### src/rtl/adq_pkg.sv
// ---------------------------------------------------------------------------
// adq_pkg
// shared types and constants for the array double-ended queue
// ---------------------------------------------------------------------------
package adq_pkg;

   localparam int DEPTH = 64;
   localparam int IDX_W = $clog2(DEPTH);
   localparam int SIZE_W = 7;
   localparam int DATA_W = 32;
   localparam int STATUS_W = 2;
   // common width for comparing the size register against slot counts
   localparam int CMP_W = (SIZE_W > IDX_W + 1) ? SIZE_W : IDX_W + 1;
   localparam logic [SIZE_W-1:0] SIZE_RESET = SIZE_W'(64);

   typedef enum logic [1:0] {
      CMD_INS_FRONT = 2'd0,
      CMD_INS_REAR  = 2'd1,
      CMD_DEL_FRONT = 2'd2,
      CMD_DEL_REAR  = 2'd3
   } cmd_type;

   localparam logic [STATUS_W-1:0] ST_OK        = STATUS_W'(0);
   localparam logic [STATUS_W-1:0] ST_OVERFLOW  = STATUS_W'(1);
   localparam logic [STATUS_W-1:0] ST_UNDERFLOW = STATUS_W'(2);

   typedef enum logic [1:0] {
      S_IDLE,
      S_EXEC,
      S_READ,
      S_RESP
   } state_type;

   typedef struct packed {
      logic capture;
      logic execute;
      logic load_read;
   } ctrl_type;

   typedef struct packed {
      logic read_go;
   } stat_type;

endpackage

### src/rtl/adq_ctrl.sv
// ---------------------------------------------------------------------------
// adq_ctrl
// sequencer: takes one word, runs it through the datapath, holds the response
// ---------------------------------------------------------------------------
module adq_ctrl
   import adq_pkg::*;
(
   input  logic     clock,
   input  logic     reset,
   input  logic     req_valid,
   output logic     req_stall,
   output logic     rsp_valid,
   input  logic     rsp_stall,
   output ctrl_type ctrl,
   input  stat_type stat
);

   state_type state_ff, state_in;

   always_ff @(posedge clock) begin
      if (reset) begin
         state_ff <= S_IDLE;
      end else begin
         state_ff <= state_in;
      end
   end

   always_comb begin
      state_in = state_ff;
      case (state_ff)
         S_IDLE: begin
            if (req_valid) state_in = S_EXEC;
         end
         S_EXEC: begin
            state_in = stat.read_go ? S_READ : S_RESP;
         end
         S_READ: begin
            state_in = S_RESP;
         end
         S_RESP: begin
            if (!rsp_stall) state_in = S_IDLE;
         end
         default: begin
            state_in = S_IDLE;
         end
      endcase
   end

   always_comb begin
      req_stall = 1'b1;
      rsp_valid = 1'b0;
      ctrl = '0;
      case (state_ff)
         S_IDLE: begin
            req_stall = 1'b0;
            ctrl.capture = req_valid;
         end
         S_EXEC: begin
            ctrl.execute = 1'b1;
         end
         S_READ: begin
            ctrl.load_read = 1'b1;
         end
         S_RESP: begin
            rsp_valid = 1'b1;
         end
         default: begin
            req_stall = 1'b1;
         end
      endcase
   end

endmodule

### src/rtl/adq_datapath.sv
// ---------------------------------------------------------------------------
// adq_datapath
// slot memory, front and rear pointers, size register and response registers
// ---------------------------------------------------------------------------
module adq_datapath
   import adq_pkg::*;
(
   input  logic                       clock,
   input  logic                       reset,
   input  ctrl_type                   ctrl,
   output stat_type                   stat,
   input  logic [1:0]                 req_cmd,
   input  logic signed [DATA_W-1:0]   req_value_in,
   input  logic                       csr_write_enable,
   input  logic [SIZE_W-1:0]          csr_write_data,
   output logic [STATUS_W-1:0]        rsp_status,
   output logic signed [DATA_W-1:0]   rsp_value_out
);

   logic [DATA_W-1:0]   slots [DEPTH];
   logic [DATA_W-1:0]   rd_data_ff;

   cmd_type             cmd_ff;
   logic [DATA_W-1:0]   value_ff;
   logic [SIZE_W-1:0]   size_ff;
   logic [IDX_W-1:0]    front_ff, front_in;
   logic [IDX_W-1:0]    rear_ff, rear_in;
   logic                empty_ff, empty_in;
   logic [STATUS_W-1:0] status_ff, status_in;
   logic [DATA_W-1:0]   out_ff;

   logic                wr_en;
   logic [IDX_W-1:0]    wr_addr;
   logic [IDX_W-1:0]    rd_addr;
   logic                read_go;
   logic [CMP_W-1:0]    size_ext;
   logic [CMP_W-1:0]    usable;
   logic [CMP_W-1:0]    rear_next_ext;

   // a size of zero acts as one, anything past the array acts as the array
   assign size_ext = CMP_W'(size_ff);
   assign usable = (size_ff == '0) ? CMP_W'(1)
                 : (size_ext > CMP_W'(DEPTH)) ? CMP_W'(DEPTH) : size_ext;
   assign rear_next_ext = CMP_W'(rear_ff) + CMP_W'(1);

   always_comb begin
      front_in  = front_ff;
      rear_in   = rear_ff;
      empty_in  = empty_ff;
      status_in = ST_OK;
      wr_en     = 1'b0;
      wr_addr   = '0;
      rd_addr   = front_ff;
      read_go   = 1'b0;
      case (cmd_ff)
         CMD_INS_FRONT: begin
            if (empty_ff) begin
               empty_in = 1'b0;
               front_in = '0;
               rear_in  = '0;
               wr_en    = 1'b1;
            end else if (front_ff == '0) begin
               status_in = ST_OVERFLOW;
            end else begin
               front_in = front_ff - IDX_W'(1);
               wr_en    = 1'b1;
               wr_addr  = front_ff - IDX_W'(1);
            end
         end
         CMD_INS_REAR: begin
            if (empty_ff) begin
               empty_in = 1'b0;
               front_in = '0;
               rear_in  = '0;
               wr_en    = 1'b1;
            end else if (rear_next_ext >= usable) begin
               status_in = ST_OVERFLOW;
            end else begin
               rear_in = rear_ff + IDX_W'(1);
               wr_en   = 1'b1;
               wr_addr = rear_ff + IDX_W'(1);
            end
         end
         CMD_DEL_FRONT: begin
            if (empty_ff) begin
               status_in = ST_UNDERFLOW;
            end else begin
               read_go = 1'b1;
               rd_addr = front_ff;
               if (front_ff == rear_ff) begin
                  empty_in = 1'b1;
                  front_in = '0;
                  rear_in  = '0;
               end else begin
                  front_in = front_ff + IDX_W'(1);
               end
            end
         end
         CMD_DEL_REAR: begin
            if (empty_ff) begin
               status_in = ST_UNDERFLOW;
            end else begin
               read_go = 1'b1;
               rd_addr = rear_ff;
               if (front_ff == rear_ff) begin
                  empty_in = 1'b1;
                  front_in = '0;
                  rear_in  = '0;
               end else begin
                  rear_in = rear_ff - IDX_W'(1);
               end
            end
         end
         default: begin
            status_in = ST_OK;
         end
      endcase
   end

   assign stat.read_go = ctrl.execute & read_go;

   // slot memory, one write and one registered read port
   always_ff @(posedge clock) begin
      if (ctrl.execute && wr_en) begin
         slots[wr_addr] <= value_ff;
      end
      rd_data_ff <= slots[rd_addr];
   end

   always_ff @(posedge clock) begin
      if (reset) begin
         front_ff <= '0;
         rear_ff  <= '0;
         empty_ff <= 1'b1;
         size_ff  <= SIZE_RESET;
      end else begin
         if (ctrl.execute) begin
            front_ff <= front_in;
            rear_ff  <= rear_in;
            empty_ff <= empty_in;
         end
         if (csr_write_enable) begin
            size_ff <= csr_write_data;
         end
      end
   end

   always_ff @(posedge clock) begin
      if (ctrl.capture) begin
         cmd_ff   <= cmd_type'(req_cmd);
         value_ff <= req_value_in;
      end
      if (ctrl.execute) begin
         status_ff <= status_in;
         out_ff    <= '0;
      end else if (ctrl.load_read) begin
         out_ff <= rd_data_ff;
      end
   end

   assign rsp_status    = status_ff;
   assign rsp_value_out = out_ff;

endmodule

### src/rtl/array_double_ended_queue.sv
// ---------------------------------------------------------------------------
// array_double_ended_queue
// non-circular array deque with front and rear insert and delete
// ---------------------------------------------------------------------------
// Each word carries a command (insert front, insert rear, delete front, delete
// rear) and gets exactly one response word with a status (ok, overflow,
// underflow) and the removed value on a successful delete. Words are handled
// one at a time. The response to an insert or a failed command is offered
// in the state that follows the execute state. A successful delete also
// passes through a read state, because the single slot memory has a
// registered read. req_stall stays high until the response is taken.
// An insert into an empty deque lands in slot 0, so front inserts overflow
// unless front deletes have opened room. csr_write_data sets how many slots
// rear inserts may use (0 acts as 1, values above the depth act as the depth);
// write it only while idle. Slot contents have no reset.
module array_double_ended_queue
   import adq_pkg::*;
(
   input  logic                     clock,
   input  logic                     reset,
   input  logic                     req_valid,
   output logic                     req_stall,
   input  logic [1:0]               req_cmd,
   input  logic signed [DATA_W-1:0] req_value_in,
   output logic                     rsp_valid,
   input  logic                     rsp_stall,
   output logic [STATUS_W-1:0]      rsp_status,
   output logic signed [DATA_W-1:0] rsp_value_out,
   input  logic                     csr_write_enable,
   input  logic [SIZE_W-1:0]        csr_write_data
);

   ctrl_type ctrl;
   stat_type stat;

   adq_ctrl u_ctrl (
      .clock     (clock),
      .reset     (reset),
      .req_valid (req_valid),
      .req_stall (req_stall),
      .rsp_valid (rsp_valid),
      .rsp_stall (rsp_stall),
      .ctrl      (ctrl),
      .stat      (stat)
   );

   adq_datapath u_datapath (
      .clock            (clock),
      .reset            (reset),
      .ctrl             (ctrl),
      .stat             (stat),
      .req_cmd          (req_cmd),
      .req_value_in     (req_value_in),
      .csr_write_enable (csr_write_enable),
      .csr_write_data   (csr_write_data),
      .rsp_status       (rsp_status),
      .rsp_value_out    (rsp_value_out)
   );

endmodule
### config.mk
export PLATFORM = sky130hd
export DESIGN_NAME = array_double_ended_queue
export DESIGN_NICKNAME = d
export VERILOG_FILES = /design/src/rtl/adq_pkg.sv /design/src/rtl/adq_ctrl.sv /design/src/rtl/adq_datapath.sv /design/src/rtl/array_double_ended_queue.sv
export SDC_FILE = /design/constraint.sdc
export NUM_CORES = 2
export LEC_CHECK = 0
export BUFFER_PORTS_ARGS = -buffer_cell sky130_fd_sc_hd__buf_2
export CORE_MARGIN = 1.5
export CORE_UTILIZATION = 34
export CTS_BUF_LIST = sky130_fd_sc_hd__clkbuf_4 sky130_fd_sc_hd__clkbuf_8
export DETAILED_ROUTE_END_ITERATION = 8
export SKIP_CTS_REPAIR_TIMING = 1
export SYNTH_ARGS = -nofsm -noshare
export SYNTH_HDL_FRONTEND = slang
export SYNTH_HIERARCHICAL = 1
export SYNTH_SLANG_ARGS = --single-unit
### constraint.sdc
create_clock -name clock -period 7.5 [get_ports clock]
set_input_delay 1.5 -clock clock [delete_from_list [all_inputs] [get_ports clock]]
set_output_delay 1.5 -clock clock [all_outputs]
set_load 0.05 [all_outputs]
==> reports/results.tsv <==
stage	metric	value	unit
run_status	violations	max-capacitance violations, max-slew violations	
grt	grt_pass1_vias	43400	
floorplanning	ios	82	
setup_path	cp-end-kind	register	
synth	synth_top_family_by_area	multiplexers	
setup_path	startpoint	u_datapath/rear_ff[0]	
sta	holdWs	466	ps
placed_design	gp_congestion	0.888	
cells_and_area	final_common_cell	edfxtp_1	
setup_path	critPathArrivalTime	6190	ps
clock_tree	cts-root-buf	clkbuf_8	
routing	avgViaCountPerCell	5.31	
cells_and_area	mostFrequentLayoutCells	edfxtp_1, mux2i_1, o22ai_1	
grt	grt_max_degree	97	
synth	synthAdderAreaFrac	0.00242	
synth	syn_nets	4605	
sta	min_period	5610	ps
floorplanning	start_util	0.343	
routing	ant_nets	0	
synth	yosysSeqAreaShare	0.777	
synth	ys_async_sr_fraction	0	
grt	grt_overflow_total	0	
power_and_ir_drop	powerDensity	311	nW/µm²
synth	synth_compound_area_frac	0.0591	
sta	rsz0062_at_grt	no	
synth	synth_cell_types	60	
clock_tree	htreeDepth	5	
synth	yosys.area_share.simple	0.0155	
clock_tree	cts_max_path_buffers	4	
sta	setup_viol	0	
synth	synth_top_flop_cell	edfxtp_1	
setup_path	timing.rr.start	u_datapath/rear_ff[0]	
synth	synth_edf_count	2084	
routing	drtIter0Drc	4509	
routing	avgRoutedWirePerCell	27.7	µm
sta	worst_slew_margin_rel	-0.0401	
synth	synth_area	82800	µm²
routing	drt_wl_total	231000	µm
setup_path	r2r_cells	11	
cells_and_area	nets	4937	
sta	maxSlewViolCount	3	
cells_and_area	drive_above_1_share	0.176	
synth	ys_ff_latch	2170	
sta	worstMarginPinSlew	1540	ps
hold_path	hold_class	reg -> reg	
floorplanning	die_area	246000	µm²
clock_tree	clkSinkCount	2170	
power_and_ir_drop	vdd_drop_max	234	µV
job	maxCapViolations	3	
synth	avgSynthCellArea	18.2	µm²
setup_path	startpoint_type	register	
clock_tree	cts_buffers	361	
clock_tree	cts_tree	built	
floorplanning	core-area	241000	µm²
routing	vias	44200	
setup_path	endpoint	u_datapath/slots[12][17]	
sta	finalCritPeriodShare	0.748	
floorplanning	dieHeight	496	µm
setup_path	required	8080	ps
synth	synthCells	4543	
setup_path	ff2ff_setup_slack	1890	ps
grt	antenna_found_initial	19	
routing	drcViolationCount	0	
cells_and_area	fin_util	0.395	
sta	tns	0	ps
setup_path	crit_type	reg -> reg	
sta	timing.fmax	178	MHz
sta	hold_violations	0	
placed_design	io_buffers	81	
setup_path	rr_endpoint	u_datapath/slots[12][17]	
clock_tree	clk_latency	1070	ps
sta	fin_worst_skew	108	ps
placed_design	hpwlAfterDp	139000	µm
placed_design	dpl_worst_slack	2020	ps
run_status	outcome	finished, violations left	
sta	fin_ws	1890	ps
synth	yosysWarnings	6	
cells_and_area	areaGrowthSynthToFinish	15.0	%
synth	synth_mux_area_frac	0.129	
power_and_ir_drop	finalPower	0.0296	W
synth	synth_xor_area_frac	0.00148	
setup_path	critPathMaxFanout	32	
power_and_ir_drop	p_leak	36.8	nW
clock_tree	path_clk_slew	60	ps
floorplanning	std_cell_rows	180	
floorplanning	dieWidth	496	µm
grt	grt_pass1_wl	321000	µm
routing	drtPass1Iterations	6	
grt	grt.total_usage	0.183	
==> where the power goes <==
part | total, W | leakage [nW] | internal, W | switching (W)
logic | 0.00480 | 13.7 | 0.00120 | 0.00360
clock network | 0.0102 | 3.64 | 0.00558 | 0.00462
registers | 0.0146 | 19.5 | 0.0142 | 0.000354
==> critical path, stage by stage (launching register included) <==
cell and delay [ps]:
dfxtp_1 540, ha_1 300, nand3_1 140, xnor2_1 350, ha_1 320, a21o_1 180, a21oi_1 130, o21ai_1 130
a211oi_2 740, a21oi_1 320, nor3_2 860, nor2b_4 1100
==> cells by family after synthesis <==
kind of cell    Yosys count
flops                  2170
mux                    1067
compound gates          723
buf+inv                 285
simple gates            268
fa+ha+maj                16
xor+xnor                 14
==> cells in the mapped netlist (9+ instances only) <==
master / count / area, µm²
xor2_1: 9 / 78.8
edfxtp_1: 2084 / 62600
nor2b_1: 10 / 62.6
ha_1: 16 / 200
o22ai_1: 516 / 3230
nand3_1: 21 / 105
dfxtp_1: 86 / 1720
a21oi_1: 26 / 130
clkbuf_1: 89 / 334
mux2i_1: 1066 / 10700
nand4_1: 35 / 219
inv_1: 15 / 56.3
buf_2: 164 / 821
o41ai_1: 128 / 1120
buf_1: 14 / 52.6
a21o_1: 9 / 67.6
nor2_1: 126 / 473
nand2_1: 36 / 135
==> metal layers <==
metal | GRT usage | wire length, µm | part of all wire
met1 | 0.237 | 94500 | 0.41
met2 | 0.307 | 114000 | 0.49
met3 | 0.0335 | 15100 | 0.065
met4 | 0.0625 | 7380 | 0.032
met5 | 0 | 13 | 0.000056
==> stage by stage <==
step | area (µm²) | cells
2_1_floorplan | 82800 | 4543
3_3_place_gp | 88100 | 7693
3_5_place_dp | 88200 | 7697
4_1_cts | 95100 | 8313
5_1_grt | 95100 | 8315
6_report | 95200 | 8320
==> worst min path at each step <==
stage | end | cells after the start | slack [ps] | start
2_1_floorplan | u_datapath/rsp_value_out[0] | 2 | 440 | u_datapath/rd_data_ff[0]
3_3_place_gp | u_datapath/rsp_value_out[5] | 2 | 450 | u_datapath/rd_data_ff[5]
3_5_place_dp | u_datapath/rsp_value_out[10] | 2 | 460 | u_datapath/rd_data_ff[10]
4_1_cts | u_datapath/rsp_value_out[10] | 2 | 470 | u_datapath/rd_data_ff[10]
5_1_grt | u_datapath/rsp_value_out[5] | 2 | 500 | u_datapath/rd_data_ff[5]
6_report | u_datapath/rsp_value_out[10] | 2 | 470 | u_datapath/rd_data_ff[10]
==> cell type report <==
| cell class | instances | area (µm²) |
|---|---|---|
| multi-input cells | 2088 | 18100 |
| diodes | 7 | 17.5 |
| repair buffers | 239 | 1840 |
| clock inverters | 140 | 1000 |
| inverters | 15 | 56.3 |
| well taps | 3185 | 3990 |
| fillers | 21700 | 146000 |
| clock buffers | 476 | 5900 |
| flip-flops and latches | 2170 | 64300 |
==> registers in the layout (all words and copies together) (netlist names) <==
| name | count |
|---|---|
| u_datapath/slots | 2048 |
| u_datapath/rd_data_ff | 32 |
| u_datapath/rsp_value_out | 32 |
| u_datapath/value_ff | 32 |
| u_datapath/size_ext | 7 |
| u_datapath/front_ff | 6 |
| u_datapath/rear_ff | 6 |
| u_ctrl/state_ff | 2 |
| u_datapath/cmd_ff | 2 |
| u_datapath/rsp_status | 2 |
| u_datapath/empty_ff | 1 |
Note: power is estimated with default switching activity, not from simulation.
